--- src/hdl/mpiq_pkg.sv ---
// Shared types, constants and helpers for the measurement packet encoder.
// No dependencies; compile first.
`timescale 1ns / 1ps
`default_nettype none

package mpiq_pkg;

    localparam int QUEUE_DEPTH = 16;
    localparam int IDX_W       = (QUEUE_DEPTH > 1) ? $clog2(QUEUE_DEPTH) : 1;
    localparam int CNT_W       = $clog2(QUEUE_DEPTH + 1);
    localparam int SUM_W       = CNT_W + 1;

    localparam int KIND_W     = 2;
    localparam int VAL_W      = 16;
    localparam int MEAS_W     = 32;
    localparam int BYTE_W     = 8;
    localparam int CFG_IDX_W  = 8;
    localparam int CFG_DATA_W = 8;

    typedef enum logic [KIND_W-1:0] {
        KIND_ADD    = 2'd0,
        KIND_UPDATE = 2'd1,
        KIND_ENCODE = 2'd2,
        KIND_NONE   = 2'd3
    } t_kind;

    localparam logic [CFG_IDX_W-1:0] CFG_CONTACT_SUPPORTED = 8'd0;
    localparam logic [CFG_IDX_W-1:0] CFG_MAX_PAYLOAD       = 8'd1;
    localparam logic [BYTE_W-1:0]    MAX_PAYLOAD_RST       = 8'd20;

    localparam logic [MEAS_W-1:0] WIDE_LIMIT = 32'h0000_00ff;
    localparam logic [BYTE_W-1:0] FLAG_WIDE              = 8'h01 << 0;
    localparam logic [BYTE_W-1:0] FLAG_CONTACT_DETECTED  = 8'h01 << 1;
    localparam logic [BYTE_W-1:0] FLAG_CONTACT_SUPPORTED = 8'h01 << 2;
    localparam logic [BYTE_W-1:0] FLAG_INTERVALS         = 8'h01 << 4;

    // flags byte plus value bytes
    localparam logic [BYTE_W-1:0] LEN_NARROW = 8'd2;
    localparam logic [BYTE_W-1:0] LEN_WIDE   = 8'd5;
    localparam logic [1:0]        WIDE_LAST_BYTE = 2'd3;

    typedef struct packed {
        logic              contact_supported;
        logic [BYTE_W-1:0] max_payload_len;
    } t_cfg;

    typedef struct packed {
        logic             we;
        logic [IDX_W-1:0] waddr;
        logic [VAL_W-1:0] wdata;
        logic [IDX_W-1:0] raddr;
    } t_mem_req;

    typedef enum logic [2:0] {
        S_IDLE,
        S_STATUS,
        S_FLAGS,
        S_VALUE,
        S_PAIR_LO,
        S_PAIR_HI
    } t_state;

    // slot index modulo QUEUE_DEPTH for sums below twice the depth
    function automatic logic [IDX_W-1:0] wrap_idx(input logic [SUM_W-1:0] s);
        logic [SUM_W-1:0] r;
        r = (s >= SUM_W'(QUEUE_DEPTH)) ? (s - SUM_W'(QUEUE_DEPTH)) : s;
        return r[IDX_W-1:0];
    endfunction

endpackage

`default_nettype wire

--- src/hdl/mpiq_if.sv ---
// Channel interfaces: input items, result bytes and configuration writes.
// Depends on mpiq_pkg.
`timescale 1ns / 1ps
`default_nettype none

interface mpiq_in_if;
    import mpiq_pkg::*;
    logic              valid;
    logic              ready;
    logic [KIND_W-1:0] kind;
    logic [VAL_W-1:0]  interval_value;
    logic              contact_flag;
    logic [MEAS_W-1:0] measurement;

    modport source (output valid, kind, interval_value, contact_flag, measurement,
                    input ready);
    modport sink   (input valid, kind, interval_value, contact_flag, measurement,
                    output ready);
endinterface

interface mpiq_out_if;
    import mpiq_pkg::*;
    logic              valid;
    logic              ready;
    logic [BYTE_W-1:0] out_byte;
    logic              is_packet;
    logic              queue_full;
    logic              last;

    modport source (output valid, out_byte, is_packet, queue_full, last, input ready);
    modport sink   (input valid, out_byte, is_packet, queue_full, last, output ready);
endinterface

interface mpiq_cfg_if;
    import mpiq_pkg::*;
    logic                  valid;
    logic                  ready;
    logic [CFG_IDX_W-1:0]  index;
    logic [CFG_DATA_W-1:0] data;

    modport source (output valid, index, data, input ready);
    modport sink   (input valid, index, data, output ready);
endinterface

`default_nettype wire

--- src/hdl/mpiq_store.sv ---
// Interval store: one write port, one read port, registered read data.
// Depends on mpiq_pkg.
`timescale 1ns / 1ps
`default_nettype none

module mpiq_store (
    input  wire                       i_clk,
    input  mpiq_pkg::t_mem_req        i_req,
    output logic [mpiq_pkg::VAL_W-1:0] o_rdata
);
    import mpiq_pkg::*;

    logic [VAL_W-1:0] r_mem [QUEUE_DEPTH];
    logic [VAL_W-1:0] r_rdata;

    always_ff @(posedge i_clk) begin
        if (i_req.we) begin
            r_mem[i_req.waddr] <= i_req.wdata;
        end
        r_rdata <= r_mem[i_req.raddr];
    end

    assign o_rdata = r_rdata;

endmodule

`default_nettype wire

--- src/hdl/mpiq_ctrl.sv ---
// Sequencer: queue pointers, contact flag, packet byte walk and output register.
// Depends on mpiq_pkg, mpiq_if; drives the mpiq_store ports.
`timescale 1ns / 1ps
`default_nettype none

module mpiq_ctrl (
    input  wire                         i_clk,
    input  wire                         i_rst_n,
    input  mpiq_pkg::t_cfg              i_cfg,
    mpiq_in_if.sink                     i_in,
    mpiq_out_if.source                  o_out,
    output mpiq_pkg::t_mem_req          o_mem_req,
    input  wire [mpiq_pkg::VAL_W-1:0]   i_mem_rdata
);
    import mpiq_pkg::*;

    t_state            r_state,    n_state;
    logic [IDX_W-1:0]  r_head,     n_head;
    logic [CNT_W-1:0]  r_count,    n_count;
    logic              r_contact,  n_contact;
    logic [MEAS_W-1:0] r_meas,     n_meas;
    logic              r_wide,     n_wide;
    logic [BYTE_W-1:0] r_flags,    n_flags;
    logic [1:0]        r_byte_idx, n_byte_idx;
    logic [CNT_W-1:0]  r_pairs,    n_pairs;
    logic [IDX_W-1:0]  r_rd_ptr,   n_rd_ptr;

    logic              r_out_valid;
    logic [BYTE_W-1:0] r_out_byte;
    logic              r_out_pkt;
    logic              r_out_full;
    logic              r_out_last;

    logic              accept;
    logic              slot_free;
    logic              full;
    logic              in_wide;
    logic [BYTE_W-1:0] pkt_len;
    logic [BYTE_W-1:0] room;
    logic [CNT_W-1:0]  fits;
    logic              val_end;
    logic              emit;
    logic [BYTE_W-1:0] e_byte;
    logic              e_pkt;
    logic              e_last;

    assign i_in.ready = (r_state == S_IDLE);
    assign accept     = i_in.valid && i_in.ready;
    assign slot_free  = !r_out_valid || o_out.ready;
    assign full       = (r_count == CNT_W'(QUEUE_DEPTH));

    // pairs that fit: (limit - len) / 2 when at least one pair fits
    assign in_wide = (i_in.measurement > WIDE_LIMIT);
    assign pkt_len = in_wide ? LEN_WIDE : LEN_NARROW;
    assign room    = (i_cfg.max_payload_len >= pkt_len + 8'd2)
                   ? ((i_cfg.max_payload_len - pkt_len) >> 1) : '0;
    assign fits    = (room >= BYTE_W'(r_count)) ? r_count : room[CNT_W-1:0];
    assign val_end = !r_wide || (r_byte_idx == WIDE_LAST_BYTE);

    always_comb begin
        n_state    = r_state;
        n_head     = r_head;
        n_count    = r_count;
        n_contact  = r_contact;
        n_meas     = r_meas;
        n_wide     = r_wide;
        n_flags    = r_flags;
        n_byte_idx = r_byte_idx;
        n_pairs    = r_pairs;
        n_rd_ptr   = r_rd_ptr;
        emit       = 1'b0;
        e_byte     = '0;
        e_pkt      = 1'b0;
        e_last     = 1'b0;
        o_mem_req.we    = 1'b0;
        // tail slot; equals head when full, which is the slot being dropped
        o_mem_req.waddr = wrap_idx(SUM_W'(r_head) + SUM_W'(r_count));
        o_mem_req.wdata = i_in.interval_value;

        case (r_state)
            S_IDLE: begin
                if (accept) begin
                    case (t_kind'(i_in.kind))
                        KIND_ADD: begin
                            o_mem_req.we = 1'b1;
                            if (full) begin
                                n_head = wrap_idx(SUM_W'(r_head) + SUM_W'(1));
                            end else begin
                                n_count = r_count + CNT_W'(1);
                            end
                            n_state = S_STATUS;
                        end
                        KIND_UPDATE: begin
                            n_contact = i_in.contact_flag;
                            n_state   = S_STATUS;
                        end
                        KIND_ENCODE: begin
                            n_meas     = i_in.measurement;
                            n_wide     = in_wide;
                            n_flags    = (in_wide ? FLAG_WIDE : '0)
                                       | (r_contact ? FLAG_CONTACT_DETECTED : '0)
                                       | (i_cfg.contact_supported ? FLAG_CONTACT_SUPPORTED : '0)
                                       | ((r_count != '0) ? FLAG_INTERVALS : '0);
                            n_pairs    = fits;
                            n_rd_ptr   = r_head;
                            n_head     = wrap_idx(SUM_W'(r_head) + SUM_W'(fits));
                            n_count    = r_count - fits;
                            n_byte_idx = '0;
                            n_state    = S_FLAGS;
                        end
                        default: begin
                            n_state = S_STATUS;
                        end
                    endcase
                end
            end
            S_STATUS: begin
                if (slot_free) begin
                    emit    = 1'b1;
                    e_last  = 1'b1;
                    n_state = S_IDLE;
                end
            end
            S_FLAGS: begin
                if (slot_free) begin
                    emit    = 1'b1;
                    e_byte  = r_flags;
                    e_pkt   = 1'b1;
                    n_state = S_VALUE;
                end
            end
            S_VALUE: begin
                if (slot_free) begin
                    emit       = 1'b1;
                    e_byte     = r_meas[r_byte_idx*BYTE_W +: BYTE_W];
                    e_pkt      = 1'b1;
                    e_last     = val_end && (r_pairs == '0);
                    n_byte_idx = r_byte_idx + 2'd1;
                    if (val_end) begin
                        n_state = (r_pairs == '0) ? S_IDLE : S_PAIR_LO;
                    end
                end
            end
            S_PAIR_LO: begin
                if (slot_free) begin
                    emit    = 1'b1;
                    e_byte  = i_mem_rdata[BYTE_W-1:0];
                    e_pkt   = 1'b1;
                    n_state = S_PAIR_HI;
                end
            end
            S_PAIR_HI: begin
                if (slot_free) begin
                    emit     = 1'b1;
                    e_byte   = i_mem_rdata[VAL_W-1:BYTE_W];
                    e_pkt    = 1'b1;
                    e_last   = (r_pairs == CNT_W'(1));
                    n_pairs  = r_pairs - CNT_W'(1);
                    n_rd_ptr = wrap_idx(SUM_W'(r_rd_ptr) + SUM_W'(1));
                    n_state  = (r_pairs == CNT_W'(1)) ? S_IDLE : S_PAIR_LO;
                end
            end
            default: begin
                n_state = S_IDLE;
            end
        endcase

        // read the next pointer so the data lines up with r_rd_ptr
        o_mem_req.raddr = n_rd_ptr;
    end

    always_ff @(posedge i_clk) begin
        if (!i_rst_n) begin
            r_state     <= S_IDLE;
            r_head      <= '0;
            r_count     <= '0;
            r_contact   <= 1'b0;
            r_out_valid <= 1'b0;
        end else begin
            r_state   <= n_state;
            r_head    <= n_head;
            r_count   <= n_count;
            r_contact <= n_contact;
            if (emit) begin
                r_out_valid <= 1'b1;
            end else if (o_out.ready) begin
                r_out_valid <= 1'b0;
            end
        end
    end

    always_ff @(posedge i_clk) begin
        r_meas     <= n_meas;
        r_wide     <= n_wide;
        r_flags    <= n_flags;
        r_byte_idx <= n_byte_idx;
        r_pairs    <= n_pairs;
        r_rd_ptr   <= n_rd_ptr;
        if (emit) begin
            r_out_byte <= e_byte;
            r_out_pkt  <= e_pkt;
            r_out_full <= full;
            r_out_last <= e_last;
        end
    end

    assign o_out.valid      = r_out_valid;
    assign o_out.out_byte   = r_out_byte;
    assign o_out.is_packet  = r_out_pkt;
    assign o_out.queue_full = r_out_full;
    assign o_out.last       = r_out_last;

    a_count_bound: assert property (@(posedge i_clk) disable iff (!i_rst_n)
        r_count <= CNT_W'(QUEUE_DEPTH))
        else $error("queue count above depth");

    a_encode_start: assert property (@(posedge i_clk) disable iff (!i_rst_n)
        (accept && (i_in.kind == KIND_ENCODE)) |=> (r_state == S_FLAGS))
        else $error("encode did not start with flags byte");

    a_pairs_left: assert property (@(posedge i_clk) disable iff (!i_rst_n)
        ((r_state == S_PAIR_LO) || (r_state == S_PAIR_HI)) |-> (r_pairs != '0))
        else $error("pair state with no pairs left");

    a_status_form: assert property (@(posedge i_clk) disable iff (!i_rst_n)
        (r_out_valid && !r_out_pkt) |-> (r_out_last && (r_out_byte == '0)))
        else $error("malformed status result");

endmodule

`default_nettype wire

--- src/hdl/measurement_packet_with_interval_queue.sv ---
// Top level: configuration registers, sequencer and interval store.
// Depends on mpiq_pkg, mpiq_if, mpiq_store, mpiq_ctrl.
//
//  channel  | dir | transfer carries
//  ---------+-----+-----------------------------------------------------
//  i_in     | in  | kind, interval_value, contact_flag, measurement
//  o_out    | out | out_byte, is_packet, queue_full, last (one per byte)
//  i_cfg    | in  | index (0 contact_supported, 1 max_payload_len), data
//
// Add, update and unused kinds: accept, then status result.
// Encode: N = 2..37 bytes, one byte per cycle out of the output register while o_out
// is ready; interval bytes come from the store's registered read port.
// Reset (synchronous, i_rst_n low) empties the queue, clears the contact flag,
// sets contact_supported to 0 and max_payload_len to 20. No clearing pass.
// A stalled o_out holds the byte walk; i_in is taken only between items.
// i_cfg is always ready; writes to indexes beyond the list are dropped.
`timescale 1ns / 1ps
`default_nettype none

module measurement_packet_with_interval_queue (
    input  wire         i_clk,
    input  wire         i_rst_n,
    mpiq_in_if.sink     i_in,
    mpiq_out_if.source  o_out,
    mpiq_cfg_if.sink    i_cfg
);
    import mpiq_pkg::*;

    logic              r_contact_supported;
    logic [BYTE_W-1:0] r_max_payload_len;
    t_cfg              cfg;
    t_mem_req          mem_req;
    logic [VAL_W-1:0]  mem_rdata;

    // configuration registers; user writes only while the block is idle, unenforced
    assign i_cfg.ready = 1'b1;

    always_ff @(posedge i_clk) begin
        if (!i_rst_n) begin
            r_contact_supported <= 1'b0;
            r_max_payload_len   <= MAX_PAYLOAD_RST;
        end else if (i_cfg.valid) begin
            case (i_cfg.index)
                CFG_CONTACT_SUPPORTED: r_contact_supported <= i_cfg.data[0];
                CFG_MAX_PAYLOAD:       r_max_payload_len   <= i_cfg.data[BYTE_W-1:0];
                default: begin
                end
            endcase
        end
    end

    assign cfg.contact_supported = r_contact_supported;
    assign cfg.max_payload_len   = r_max_payload_len;

    // sequencer: owns queue head/count and walks the packet bytes
    mpiq_ctrl u_ctrl (
        .i_clk       (i_clk),
        .i_rst_n     (i_rst_n),
        .i_cfg       (cfg),
        .i_in        (i_in),
        .o_out       (o_out),
        .o_mem_req   (mem_req),
        .i_mem_rdata (mem_rdata)
    );

    // interval storage, registered read data
    mpiq_store u_store (
        .i_clk   (i_clk),
        .i_req   (mem_req),
        .o_rdata (mem_rdata)
    );

endmodule

`default_nettype wire

--- src/flat_wrapper.sv ---
// flat-port wrapper written by rule: the top's interface ports become plain ports
module measurement_packet_with_interval_queue_flat import mpiq_pkg::*;
  (i_clk, i_rst_n, i_in_valid, i_in_kind, i_in_interval_value, i_in_contact_flag, i_in_measurement, i_in_ready, o_out_valid, o_out_out_byte, o_out_is_packet, o_out_queue_full, o_out_last, o_out_ready, i_cfg_valid, i_cfg_index, i_cfg_data, i_cfg_ready);
  mpiq_in_if i_in_i ();
  mpiq_out_if o_out_i ();
  mpiq_cfg_if i_cfg_i ();
  input  wire i_clk;
  input  wire i_rst_n;
  input wire logic [$bits(i_in_i.valid)-1:0] i_in_valid;
  input wire logic [$bits(i_in_i.kind)-1:0] i_in_kind;
  input wire logic [$bits(i_in_i.interval_value)-1:0] i_in_interval_value;
  input wire logic [$bits(i_in_i.contact_flag)-1:0] i_in_contact_flag;
  input wire logic [$bits(i_in_i.measurement)-1:0] i_in_measurement;
  output wire logic [$bits(i_in_i.ready)-1:0] i_in_ready;
  output wire logic [$bits(o_out_i.valid)-1:0] o_out_valid;
  output wire logic [$bits(o_out_i.out_byte)-1:0] o_out_out_byte;
  output wire logic [$bits(o_out_i.is_packet)-1:0] o_out_is_packet;
  output wire logic [$bits(o_out_i.queue_full)-1:0] o_out_queue_full;
  output wire logic [$bits(o_out_i.last)-1:0] o_out_last;
  input wire logic [$bits(o_out_i.ready)-1:0] o_out_ready;
  input wire logic [$bits(i_cfg_i.valid)-1:0] i_cfg_valid;
  input wire logic [$bits(i_cfg_i.index)-1:0] i_cfg_index;
  input wire logic [$bits(i_cfg_i.data)-1:0] i_cfg_data;
  output wire logic [$bits(i_cfg_i.ready)-1:0] i_cfg_ready;
  assign i_in_i.valid = i_in_valid;
  assign i_in_i.kind = i_in_kind;
  assign i_in_i.interval_value = i_in_interval_value;
  assign i_in_i.contact_flag = i_in_contact_flag;
  assign i_in_i.measurement = i_in_measurement;
  assign i_in_ready = i_in_i.ready;
  assign o_out_valid = o_out_i.valid;
  assign o_out_out_byte = o_out_i.out_byte;
  assign o_out_is_packet = o_out_i.is_packet;
  assign o_out_queue_full = o_out_i.queue_full;
  assign o_out_last = o_out_i.last;
  assign o_out_i.ready = o_out_ready;
  assign i_cfg_i.valid = i_cfg_valid;
  assign i_cfg_i.index = i_cfg_index;
  assign i_cfg_i.data = i_cfg_data;
  assign i_cfg_ready = i_cfg_i.ready;
  measurement_packet_with_interval_queue u_core (.i_clk(i_clk), .i_rst_n(i_rst_n), .i_in(i_in_i), .o_out(o_out_i), .i_cfg(i_cfg_i));
endmodule
--- config.mk ---
export PLATFORM = sky130hd
export DESIGN_NAME = measurement_packet_with_interval_queue_flat
export DESIGN_NICKNAME = d
export VERILOG_FILES = /design/src/hdl/mpiq_pkg.sv /design/src/hdl/mpiq_if.sv /design/src/hdl/mpiq_store.sv /design/src/hdl/mpiq_ctrl.sv /design/src/hdl/measurement_packet_with_interval_queue.sv /design/src/flat_wrapper.sv
export SDC_FILE = /design/constraint.sdc
export NUM_CORES = 1
export LEC_CHECK = 0
export ABC_AREA = 1
export BUFFER_PORTS_ARGS = -buffer_cell sky130_fd_sc_hd__buf_2
export CAP_MARGIN = 20
export CORE_ASPECT_RATIO = 1.2
export CORE_MARGIN = 2
export CORE_UTILIZATION = 40
export DETAILED_ROUTE_END_ITERATION = 10
export PLACE_DENSITY = 0.61
export SYNTH_ARGS = -nofsm -noshare
export SYNTH_HDL_FRONTEND = slang
export SYNTH_SLANG_ARGS = --single-unit
--- constraint.sdc ---
create_clock -name i_clk -period 5 [get_ports i_clk]
set_input_delay 1 -clock i_clk [delete_from_list [all_inputs] [get_ports i_clk]]
set_output_delay 1 -clock i_clk [all_outputs]
set_load 0.03 [all_outputs]
# [Yosys cells after proc, flatten, opt, wreduce, memory -nomap -nowiden]
# Memories as Yosys holds them, arrays and structs flattened. A register that Yosys moved wholly into a read port is not among the register bits.
# Index checks and enable logic that the tools add are counted.
# Widths: inputs -> output; s select.
[op_classes] addsub=14 magnitude_cmp=7 n_eq_ne=21 shift=1 n_mux=55 bitwise=3 reduce_logical=26
[op_table] op="$mux 3" count=11
[op_table] op="$gt 32x8->1 const B" count=1
[op_table] op="$mux 4" count=8
[op_table] op="$mux 8" count=4
[op_table] op="$pmux 8 s4" count=1
[op_table] op="$shiftx 32x6->8" count=1
[op_table] op="$mux 5" count=6
[op_table] op="$pmux 5 s2" count=2
[op_table] op="$pmux 3 s6" count=1
[op_table] op="$ne 2x2->1 const B" count=8
[op_table] op="$pmux 4 s2" count=2
[op_table] op="$reduce_and 4->1" count=4
[op_table] op="$sub 4x1->4 const B" count=4
[op_table] op="$add 4x5->6" count=2
[op_table] op="$ge 6x5->1 const B" count=2
[op_table] op="$mux 1" count=12
[op_table] op="$add 4x1->5 const B" count=2
[op_table] op="$ge 5x5->1 const B" count=2
[op_table] op="$mux 2" count=5
[op_table] op="$eq 8x1->1 const B" count=1
[op_table] op="$ge 8x4->1" count=1
[op_table] op="$logic_not 8->1" count=1
[op_table] op="$reduce_bool 2->1" count=4
[op_table] op="$sub 8x3->8" count=1
[op_table] op="32 further kinds" count=41
[totals] ff_bits=86 ram_bits=256 input_bits=72 output_inout_bits=14 wordCells=145 memories=1
[mem_list] memory="u_core.u_store.r_mem" depth=16 word_bits=16 rd=1 rd_clocked_by_memory_dff=1 write_ports=1 line_no="mpiq_store.sv:13" rtl="logic [VAL_W-1:0] r_mem [QUEUE_DEPTH];"

# [Logic depth before layout (Yosys ltp)]
# Gate-level depths: netlist of the first run.
[logic_depth] word_depth=11 depth_mapped=39 depth_no_buf=39

# [Hierarchy]
# From an unflattened synthesis of the first run, not the netlist that was laid out.
[hier_totals] cells_unflattened=1618 area_unflattened_um2=16151.7
[by_module_without_submodules] mod="mpiq_store" n_inst=1 cells_each=1074 area_per_inst_um2=11380.9 seq_area_each_um2=8007.7
[by_module_without_submodules] mod="mpiq_ctrl" n_inst=1 cells_each=478 area_per_inst_um2=4319.1 seq_area_each_um2=1981.9
[by_module_without_submodules] mod="measurement_packet_with_interval_queue" n_inst=1 cells_each=66 area_per_inst_um2=451.7 seq_area_each_um2=180.2

# [Worst setup path after synthesis of the first run]
# OpenSTA, ideal clock, no wires.
[synth_timing] path_kind="input-to-reg" startpoint="in i_in_measurement[27]" endpoint="reg u_core.u_ctrl.r_count[3]" setup_time_ns=0.142 arrival_time_ns=5.102 required_time_ns=4.858 slack_ns=-0.244 stages=29 n_path_buf=0 path_cell_list="nor4_1 nand3_1 nor2_1 inv_1 nor2_1 inv_1 ha_1 fa_1 inv_1 nand2_1 nand2_1 xor2_1 or2_2 inv_1 ha_1 nand2_1 a21oi_1 nor2_1 nand2_1 or2_2 o21ai_0 inv_1 nor2_1 ha_1 nand2_1 nor2_1 a211oi_1 xor2_1 a21oi_1"
[synth_via] elab_chain_len=9 elab_cells_between_ends=10 cone_classes="add/sub (3); order compare (3); mux (4)"
[synth_rtl] item="start, declared" line_no="flat_wrapper.sv:13" rtl="input wire logic [$bits(i_in_i.measurement)-1:0] i_in_measurement;"
[synth_rtl] item="$gt 32x8->1 (*)" line_no="mpiq_ctrl.sv:53" rtl="assign in_wide = (i_in.measurement > WIDE_LIMIT);"
[synth_rtl] item="named net u_core.u_ctrl.in_wide" line_no="mpiq_ctrl.sv:37" rtl="logic in_wide;"
[synth_rtl] item="$mux 3 (*)" line_no="mpiq_ctrl.sv:54" rtl="assign pkt_len = in_wide ? LEN_WIDE : LEN_NARROW;"
[synth_rtl] item="$add 3x2->4" line_no="mpiq_ctrl.sv:55" rtl="assign room = (i_cfg.max_payload_len >= pkt_len + 8'd2)"
[synth_rtl] item="$ge 8x4->1" line_no="mpiq_ctrl.sv:55"
[synth_rtl] item="$mux 7 (*)" line_no="mpiq_ctrl.sv:56" rtl="? ((i_cfg.max_payload_len - pkt_len) >> 1) : '0;"
[synth_rtl] item="$ge 7x5->1" line_no="mpiq_ctrl.sv:57" rtl="assign fits = (room >= BYTE_W'(r_count)) ? r_count : room[CNT_W-1:0];"
[synth_rtl] item="$mux 5 (*)" line_no="mpiq_ctrl.sv:57"
[synth_rtl] item="$sub 5x5->5 (*)" line_no="mpiq_ctrl.sv:107" rtl="n_count = r_count - fits;"
[synth_rtl] item="$pmux 5 s2 (*)" line_no="mpiq_ctrl.sv:83" rtl="case (t_kind'(i_in.kind))"
[synth_rtl] item="end signal, assigned" line_no="mpiq_ctrl.sv:182" rtl="r_count <= n_count;"
[synth_rtl] item="end, declared" line_no="mpiq_ctrl.sv:19" rtl="logic [CNT_W-1:0] r_count, n_count;"
# The timed path passes the listed nets; every way through them passes the cells marked *.
# A chain may end at the register's enable or synchronous reset.

# [Worst setup path in the final report of the first run]
[layout_timing] startpoint="in i_in_measurement[25]" endpoint="reg u_core.u_ctrl.r_head[1]"
[layout_via] elab_chain_len=11 elab_cells_between_ends=13 cone_classes="add/sub (4); order compare (4); mux (5)"
[layout_rtl] item="$gt 32x8->1 (*)" line_no="mpiq_ctrl.sv:53"
[layout_rtl] item="$mux 3 (*)" line_no="mpiq_ctrl.sv:54"
[layout_rtl] item="$add 3x2->4" line_no="mpiq_ctrl.sv:55"
[layout_rtl] item="$ge 8x4->1" line_no="mpiq_ctrl.sv:55"
[layout_rtl] item="$mux 7 (*)" line_no="mpiq_ctrl.sv:56"
[layout_rtl] item="$ge 7x5->1" line_no="mpiq_ctrl.sv:57"
[layout_rtl] item="$mux 5 (*)" line_no="mpiq_ctrl.sv:57"
[layout_rtl] item="$add 4x5->6 (*)" line_no="mpiq_ctrl.sv:106" rtl="n_head = wrap_idx(SUM_W'(r_head) + SUM_W'(fits));"
[layout_rtl] item="$ge 6x5->1 / $sub 4x1->4 (equally long branches)" line_no="mpiq_pkg.sv:66" rtl="r = (s >= SUM_W'(QUEUE_DEPTH)) ? (s - SUM_W'(QUEUE_DEPTH)) : s;"
[layout_rtl] item="$mux 4 (*)" line_no="mpiq_pkg.sv:66"
[layout_rtl] item="$pmux 4 s2 (*)" line_no="mpiq_ctrl.sv:83"
[layout_rtl] item="end signal, assigned" line_no="mpiq_ctrl.sv:181" rtl="r_head <= n_head;"
[layout_rtl] item="end, declared" line_no="mpiq_ctrl.sv:18" rtl="logic [IDX_W-1:0] r_head, n_head;"
# Every way passes the cells marked *; elsewhere a longest branch is shown, timed or not.

==> results.yml, run 1 <==
synthesis:
  synth_area_per_cell_sq_um: 11.3
  synth_mux_area_share_pct: 0
  synthTopCellsByCount: "edfxtp_1 (310), nand2_1 (207), inv_1 (191), o211ai_1 (121), nand3_1 (107)"
  synth_edf_count: 310
  synth_most_common_cell: "edfxtp_1"
  synth_top_area_share_pct: 60.9
  synth_area_leaders: "edfxtp_1 (61%), o211ai_1 (5.9%), dfxtp_1 (5.6%), nand2_1 (5.1%), inv_1 (4.7%)"
  synthCells: 1353
  synth_top_family_by_area: "simple AND/OR/NAND/NOR gates"
  yosys_register_bits: 353
  synth_xor_area_share_pct: 0.573
  synth_compound_area_share_pct: 11.5
  synthAdderAreaFrac_pct: 2.62
  synth-simple-area-share_pct: 12.0
  ys_seq_area_share_pct: 66.6
  netlist_area_sq_um: 15300
  synth_top_flop_cell: "edfxtp_1"
  yosys_warnings: 0
  synth_top_area_cell: "edfxtp_1"
  synth.distinct_cells: 41
  synth_fp_nets: 1454
  async_flop_share_pct: 0
critical_path:
  cp_max_fo: 6
  critPathCaptureType: "flop"
  critPathRequiredTime_ns: 5.47
  startpoint_type: "input pin"
  path_class: "input pin to flop"
  arrival_ns: 5.18
routing:
  drtPass1Iterations: 5
  via_count: 10300
  antenna_left: 0
  wl_per_cell_um: 17.9
  vias_per_cell: 5.18
  drt-initial-drc-count: 721
  drc_errors: 0
  postRouteWirelength_mm: 35.8
layout:
  design_area_sq_um: 17900
  antenna_cells: 0
  area_delta_synth_final_pct: 17.4
  finalNetCount: 1590
  fill_cells: 3394
  finalNonFillerCells: 1995
  drive_above_1_share_pct: 17.4
status:
  outcome: "finished clean"
grt:
  grt_remaining_overflow: 0
  busiest_layer: "met2"
  met3_usage_pct: 3.68
  grt_use_total_pct: 18.1
  grt_use_met2_pct: 29.9
  grt_pass1_vias: 10000
  grtUsageMet1_pct: 24.1
  grt_pass1_wl_mm: 55.9
  antenna_found_initial: 0
  grt_max_degree: 118
clocking:
  clock-root-buffer: "clkbuf_16"
  ctsLongestPathBuffers: 3
  cts_hold_buf: 0
  clk_latency_ns: 0.54
  tritoncts: "yes"
  cts_inserted_buffers: 38
  clock-sinks: 353
  clk_pin_slew_ns: 0.06
  htree_num_levels: 2
place:
  postPlaceCellArea_sq_um: 16600
  post-place-cells: 1925
  gp_congestion: 0.839
  place_hpwl_mm: 22.3
  port_buffers: 84
worst_hold_path:
  hold_class: "flop to flop"
floorplan:
  dieArea_sq_um: 39800
  rows: 78
  die_h_um: 218
  io_pins: 86
  start_util_pct: 40.5
  die_w_um: 182
  core_area_sq_um: 37800
run:
  maxCapViolations: 0
pwr:
  ir_drop_mv: 0.267
  power.density_nw_per_um2: 426
  cellLeakagePower_nw: 6.71
sta:
  hold-worst-slack_ns: 0.435
  tightest_slew_ns: 1.10
  fin_crit_sh_pct: 94.2
  drv_slew: 0
  setup_violations: 0
  fin_skew_ns: 0.0218
  min_period_ns: 4.71
  clock.fmax_mhz: 212
  hold_viol_final: 0
  slew_headroom_pct: 26.3
-- final timing paths --
path                                                  from                                    to  slack [ns]  cells after the start
hold / removal        u_core.u_ctrl.r_contact$_SDFFE_PN0P_    u_core.u_ctrl.r_flags[1]$_DFFE_PP_        0.44                      0
setup / recovery                      i_in_measurement[25]  u_core.u_ctrl.r_head[1]$_SDFFE_PN0P_        0.29                     28
setup reg to reg  u_core.r_max_payload_len[0]$_SDFFE_PN0P_  u_core.u_ctrl.r_head[1]$_SDFFE_PN0P_        1.22                     29
hold reg to reg       u_core.u_ctrl.r_contact$_SDFFE_PN0P_    u_core.u_ctrl.r_flags[1]$_DFFE_PP_        0.44                      0
-- what timing repair did --
action	4_1_cts	5_1_grt
endpoints found under the setup margin	0	7
buffers inserted	0	4
resized for setup	0	30
-- cells by family after synthesis --
group	after synthesis
fa+ha+maj	29
xor+xnor	10
other cells	1
compound gates	273
flops	353
simple gates	430
buf+inv	257
-- registers in the layout (all words and copies together), names as in the netlist, 2 cells and up --
register	flops
u_core.u_ctrl.r_flags	4
u_core.u_ctrl.r_head	4
u_core.u_ctrl.r_byte_idx	2
u_core.u_ctrl.r_pairs	5
u_core.u_ctrl.r_rd_ptr	4
u_core.u_ctrl.r_count	5
u_core.u_ctrl.r_state	3
u_core.u_ctrl.r_meas	32
u_core.u_store.o_rdata	16
u_core.u_ctrl.o_out.out_byte	8
u_core.r_max_payload_len	8
u_core.u_store.r_mem	256
-- cell usage in the layout, fill, tap and decap left out, types with 3 or more instances in the layout --
master and count:
clkbuf_1 8, nand4_1 8, a22o_1 3, edfxtp_1 310
clkbuf_16 38, o21ai_0 61, o22ai_1 8, a221oi_1 4
nor4_1 3, o211ai_1 121, dfxtp_1 43, buf_12 3
or2_2 3, bufinv_16 4, inv_1 187, nor2_4 5
clkinv_2 5, o21ai_1 8, nand3_1 106, xor2_1 6
nor2_2 14, a21oi_1 50, xnor2_1 4, nor2_1 72
nand2_1 205, inv_2 11, nand2_2 5, buf_2 84
ha_1 22, a31oi_1 6, clkinv_1 7, fa_2 3
buf_4 67
-- area by class of cell --
| class | count | area, sq um | share of cell area [%] |
|---|---|---|---|
| sequential | 353 | 10200 | 56.7 |
| clock buffer | 46 | 981 | 5.47 |
| clock inverter | 20 | 213 | 1.19 |
| timing repair buffer | 155 | 995 | 5.54 |
| inverter | 198 | 743 | 4.14 |
| tap | 480 | 601 | 3.35 |
| multi-input combinational | 743 | 4240 | 23.6 |
-- critical path: stages --
cell,delay [ns]
buf_2,0.11
nor4_2,0.26
nand3_1,0.12
nor2_1,0.12
inv_1,0.08
nor2_4,0.15
buf_6,0.13
ha_1,0.26
buf_4,0.16
nand2_2,0.07
nand2_1,0.06
xor2_1,0.14
or2_2,0.31
inv_1,0.06
ha_1,0.21
nand2_1,0.07
a21oi_1,0.04
nor2_1,0.19
nand2_2,0.13
buf_4,0.16
o21ai_1,0.16
nand2_1,0.11
buf_4,0.15
buf_4,0.12
ha_1,0.19
inv_1,0.07
fa_1,0.41
a21oi_1,0.14
-- report_power, final --
group | internal [mW] | switching [mW] | total (mW)
clock | 1.61 | 1.12 | 2.72
sequential | 3.39 | 0.0842 | 3.47
combinational | 0.442 | 1.01 | 1.45
-- per-stage QoR --
stage	total power [mW]	utilization, %	setup TNS (ns)	setup WS [ns]
after floorplan	4.39	-	0	0.0207
after global placement	4.95	44.0	-0.697	-0.226
after CTS	7.70	47.1	0	0.163
after global routing	8.00	47.5	-0.0699	-0.0445
after detailed placement	4.97	44.0	-1.74	-0.393
final	7.65	47.5	0	0.292
-- routing by layer --
layer,up-vias,part of all wire [%]
met4,0,2.7
met3,65,6.6
met1,4940,44
met2,290,47
li1,5031,-
met5,-,0
Power figures use the tool's default switching activity.
==> run 2, diff against run 1 <==
--- a/config.mk
+++ b/config.mk
@@ -13,6 +13,7 @@
 export CORE_UTILIZATION = 40
 export DETAILED_ROUTE_END_ITERATION = 10
 export PLACE_DENSITY = 0.61
+export RECOVER_POWER = 25
 export SYNTH_ARGS = -nofsm -noshare
 export SYNTH_HDL_FRONTEND = slang
 export SYNTH_SLANG_ARGS = --single-unit
==> run 2 against run 1 <==
  * Non-clock buffer count unchanged
  * Sequential share of layout area increased by 0.13 points
  * Largest cell class unchanged
  * Hold slack improved by 0.0012 ns
  * Clock skew about the same
  * Critical path depth unchanged
  * Global-route usage unchanged
==> results.yml, run 2 (same netlist as run 1, synthesis figures left out) <==
pwr:
  finalPower_mw: 7.65
  power.density_nw_per_um2: 427
  cellLeakagePower_nw: 6.62
  ir_drop_mv: 0.268
layout:
  drive_above_1_share_pct: 15.2
  layout_common_cells: "edfxtp_1 (310), nand2_1 (205), inv_1 (187)"
  area_delta_synth_final_pct: 17.1
  finalNetCount: 1590
  fill_cells: 3408
  multi_input_area_sq_um: 4240
  design_area_sq_um: 17900
  antenna_cells: 0
  final_common_cell: "edfxtp_1"
  seqCellArea_sq_um: 10200
  regMostFlops: "u_core.u_store.r_mem"
  largest_reg_flops: 256
critical_path:
  reg2reg_from: "u_core.r_max_payload_len[0]$_SDFFE_PN0P_"
  cp_common_cell: "buf_4"
  startpoint_type: "input pin"
  critPathRequiredTime_ns: 5.47
  cp_max_fo: 6
  path_class: "input pin to flop"
  startpoint: "i_in_measurement[25]"
  critPathCaptureType: "flop"
  max_stage_delay_ns: 0.41
  slowest_stage: "fa_1"
  arrival_ns: 5.17
  r2r_slack_ns: 1.22
worst_hold_path:
  worst_hold_startpoint: "u_core.u_ctrl.r_contact$_SDFFE_PN0P_"
  hold_class: "flop to flop"
floorplan:
  rows: 78
  core_area_sq_um: 37800
  die_w_um: 182
  io_pins: 86
  die_h_um: 218
  start_util_pct: 40.5
  dieArea_sq_um: 39800
clocking:
  cts_inserted_buffers: 38
  clk_pin_slew_ns: 0.06
  tritoncts: "yes"
  ctsLongestPathBuffers: 3
  clock-sinks: 353
  cts_hold_buf: 0
  clk_latency_ns: 0.54
  clock-root-buffer: "clkbuf_16"
  htree_num_levels: 2
sta:
  setup_violations: 0
  hold-worst-slack_ns: 0.437
  drv_slew: 0
  hold_viol_final: 0
  min_period_ns: 4.71
  fin_crit_sh_pct: 94.1
  tightest_slew_ns: 1.11
  slew_headroom_pct: 25.8
  fin_skew_ns: 0.0216
  clock.fmax_mhz: 212
place:
  postPlaceCellArea_sq_um: 16600
  port_buffers: 84
  gp_congestion: 0.839
  place_hpwl_mm: 22.3
grt:
  grt_pass1_wl_mm: 55.9
  grt_max_degree: 118
  grt_remaining_overflow: 0
  grt_pass1_vias: 10000
  grt_use_total_pct: 18.1
  antenna_found_initial: 0
status:
  outcome: "finished clean"
routing:
  vias_per_cell: 5.17
  via_count: 10300
  postRouteWirelength_mm: 35.8
  drc_errors: 0
  drt-initial-drc-count: 711
  drtPass1Iterations: 4
  wl_per_cell_um: 18.0
  antenna_left: 0
run:
  maxCapViolations: 0
==> run 2: cell types whose count changed in the layout (fill, tap and decap cells not counted), sizes merged <==
cell    previous run  this run
buf              155       118
clkbuf            46        83
==> run 2: area by class of cell <==
class / count / share of cell area [%]
sequential: 353 / 56.8
multi-input combinational: 743 / 23.7
clock buffer: 46 / 5.48
timing repair buffer: 155 / 5.32
inverter: 198 / 4.15
tap: 480 / 3.36
clock inverter: 20 / 1.19
==> run 2: through the flow <==
| stage | TNS [ns] | setup slack [ns] | utilization [%] | std cells |
|---|---|---|---|---|
| after global placement | -0.697 | -0.226 | 44.0 | 1925 |
| final | 0 | 0.294 | 47.4 | 1995 |
| after CTS | 0 | 0.163 | 47.1 | 1991 |
| after detailed placement | -1.74 | -0.393 | 44.0 | 1925 |
| after global routing | -0.0734 | -0.0457 | 47.4 | 1995 |
| after floorplan | 0 | 0.0207 | - | 1353 |
==> run 2: repair_timing <==
item                       in CTS  in global routing
setup buffers                   0                  4
setup endpoints to repair       0                  7
resized for setup               0                 30
==> run 2: critical path, delay by kind of cell <==
kind	cells	cell delay, ns
AO/OA/AOI/OAI	3	0.34
XOR/XNOR	1	0.14
adder cells (fa/ha/maj)	4	1.07
buffers and inverters	9	1.03
AND/OR/NAND/NOR	11	1.60
==> run 2: per-layer routing <==
| layer | wire, um | global-route usage, % |
|---|---|---|
| met5 | 0 | 0 |
| met4 | 969 | 5.75 |
| met3 | 2210 | 3.68 |
| met2 | 16800 | 29.9 |
| met1 | 15900 | 24.1 |
==> run 2: final timing paths <==
| kind | end | cells past startpoint |
|---|---|---|
| max | u_core.u_ctrl.r_head[1]$_SDFFE_PN0P_ | 28 |
| min | u_core.u_ctrl.r_flags[1]$_DFFE_PP_ | 0 |
| max reg2reg | u_core.u_ctrl.r_head[1]$_SDFFE_PN0P_ | 29 |
| min reg2reg | u_core.u_ctrl.r_flags[1]$_DFFE_PP_ | 0 |
==> run 2: power breakdown <==
part / switching, mW / internal, mW / leakage [nW]
Combinational: 1.01 / 0.437 / 2.88
Clock: 1.12 / 1.61 / 0.581
Sequential: 0.0840 / 3.39 / 3.16
==> run 3, diff against run 2 <==
--- a/config.mk
+++ b/config.mk
@@ -6,13 +6,14 @@
 export NUM_CORES = 1
 export LEC_CHECK = 0
 export ABC_AREA = 1
-export BUFFER_PORTS_ARGS = -buffer_cell sky130_fd_sc_hd__buf_2
+export ABC_CLOCK_PERIOD_IN_PS = 5000
 export CAP_MARGIN = 20
 export CORE_ASPECT_RATIO = 1.2
 export CORE_MARGIN = 2
 export CORE_UTILIZATION = 40
 export DETAILED_ROUTE_END_ITERATION = 10
-export PLACE_DENSITY = 0.61
+export DONT_BUFFER_PORTS = 1
+export PLACE_DENSITY = 0.59
 export RECOVER_POWER = 25
 export SYNTH_ARGS = -nofsm -noshare
 export SYNTH_HDL_FRONTEND = slang
==> run 3 against run 2 <==
  * Via count fell by 3.6%
  * Critical path depth up 4
  * Sequential power is 2% higher
  * Setup slack improved by 0.13 ns
  * Register-to-register slack got worse by 0.04 ns
  * Combinational power fell by 9%
  * Critical endpoint is now u_core.u_ctrl.r_head[3]$_SDFFE_PN0P_
  * Design area down 2.6%
  * First-iteration DRC count up 9.3%
  * Maximum frequency is 2.8% higher
==> results.yml, run 3 (same netlist as run 1, synthesis figures left out) <==
clocking:
  clock-sinks: 353
  clock-root-buffer: "clkbuf_16"
  ctsLongestPathBuffers: 3
  tritoncts: "yes"
  clk_latency_ns: 0.53
  htree_num_levels: 2
  clk_pin_slew_ns: 0.06
  cts_inserted_buffers: 39
place:
  post-place-cells: 1828
  place_ws_ns: -0.356
  port_buffers: 0
  gp_congestion: 0.839
  postPlaceCellArea_sq_um: 16100
  place_hpwl_mm: 22.1
routing:
  drtPass1Iterations: 7
  wl_per_cell_um: 18.9
  via_count: 9939
  drc_errors: 0
  vias_per_cell: 5.22
  postRouteWirelength_mm: 36.0
  drt-initial-drc-count: 777
  antenna_left: 0
floorplan:
  die_h_um: 218
  start_util_pct: 40.5
  core_area_sq_um: 37800
  io_pins: 86
  rows: 78
  die_w_um: 182
  dieArea_sq_um: 39800
grt:
  grt_remaining_overflow: 0
  grt_pass1_wl_mm: 55.2
  grt_use_total_pct: 18.1
  grt_pass1_vias: 9561
  antenna_found_initial: 1
  grt_max_degree: 89
sta:
  min_period_ns: 4.58
  hold_viol_final: 0
  slew_headroom_pct: 32.4
  clock.fmax_mhz: 218
  drv_slew: 0
  fin_skew_ns: 0.0156
  fin_crit_sh_pct: 91.6
  setup_violations: 0
  tightest_slew_ns: 1.01
  setup_slack_ns: 0.420
layout:
  largest_reg_flops: 256
  drive_above_1_share_pct: 11.7
  design_area_sq_um: 17400
  fill_cells: 3370
  area_delta_synth_final_pct: 14.0
  regMostFlops: "u_core.u_store.r_mem"
  finalNonFillerCells: 1903
  antenna_cells: 0
  finalNetCount: 1494
  layout_common_cells: "edfxtp_1 (310), nand2_1 (206), inv_1 (190)"
  post-route-util_pct: 46.1
  final_common_cell: "edfxtp_1"
critical_path:
  startpoint_type: "input pin"
  crit_family: "simple AND/OR/NAND/NOR gates"
  critPathRequiredTime_ns: 5.46
  arrival_ns: 5.04
  max_stage_delay_ns: 0.35
  path_class: "input pin to flop"
  critPathCaptureType: "flop"
  slowest_stage: "fa_1"
  cp_max_fo: 7
  cp.buffers_inverters: 6
worst_hold_path:
  hold_class: "flop to flop"
status:
  outcome: "finished clean"
pwr:
  finalPower_mw: 7.57
  ir_drop_mv: 0.284
  cellLeakagePower_nw: 6.35
  power.density_nw_per_um2: 434
run:
  maxCapViolations: 0
-- run 3: changes by cell type in the layout (fill, tap and decap cells not counted), moves of 3 or more --
cell | before | now
clkbuf_1 | 42 | 6
clkinv_2 | 5 | 11
nor2_2 | 14 | 17
inv_1 | 187 | 190
buf_2 | 50 | 0
buf_8 | 0 | 3
inv_2 | 11 | 8
clkbuf_4 | 3 | 0
buf_4 | 64 | 52
-- run 3: worst paths after layout --
kind | startpoint | endpoint | slack [ns] | cells past startpoint
max reg2reg | u_core.r_max_payload_len[0]$_SDFFE_PN0P_ | u_core.u_ctrl.r_head[3]$_SDFFE_PN0P_ | 1.18 | 33
max | i_in_measurement[27] | u_core.u_ctrl.r_head[3]$_SDFFE_PN0P_ | 0.42 | 32
min reg2reg | u_core.u_ctrl.r_contact$_SDFFE_PN0P_ | u_core.u_ctrl.r_flags[1]$_DFFE_PP_ | 0.44 | 0
min | u_core.u_ctrl.r_contact$_SDFFE_PN0P_ | u_core.u_ctrl.r_flags[1]$_DFFE_PP_ | 0.44 | 0
-- run 3: layer usage --
| metal | vias up | routed length (um) | global-route usage (%) | share of wire [%] |
|---|---|---|---|---|
| met5 | - | 13 | 0 | 0.036 |
| met4 | 2 | 739 | 5.08 | 2.1 |
| met3 | 52 | 2510 | 3.43 | 7.0 |
| met2 | 316 | 17200 | 30.7 | 48 |
| met1 | 4721 | 15500 | 23.9 | 43 |
| li1 | 4848 | - | - | - |
-- run 3: stage by stage --
stage | TNS (ns) | hold slack (ns)
after floorplan | 0 | 0.402
after global placement | -0.336 | 0.422
after detailed placement | -1.28 | 0.422
after CTS | 0 | 0.437
after global routing | -0.00581 | 0.448
final | 0 | 0.440
-- run 3: power breakdown --
| part | switching, mW | internal [mW] |
|---|---|---|
| logic | 0.918 | 0.401 |
| registers | 0.142 | 3.39 |
| clock network | 1.14 | 1.57 |
-- run 3: repair_timing --
item                       CTS  global route
hold buffers                 0             0
gates resized for setup      0            17
setup endpoints to repair    0             6
buffers inserted             0             2
-- run 3: area by class of cell --
cell class	count	area [sq um]	share of cell area, %
Tap cell	480	601	3.45
Multi-Input combinational cell	743	4200	24.1
Clock buffer	47	1030	5.89
Clock inverter	24	180	1.03
Timing Repair Buffer	58	503	2.89
Sequential cell	353	10200	58.4
Inverter	198	743	4.27
-- run 3: worst register-to-register path, delay by kind of cell, from the launching register on --
family | cells | cell delay (ns)
AND/OR/NAND/NOR | 18 | 1.56
adder cells (fa/ha/maj) | 4 | 1.11
buffers and inverters | 8 | 0.48
AO/OA/AOI/OAI | 3 | 0.29
flip-flops | 1 | 0.29
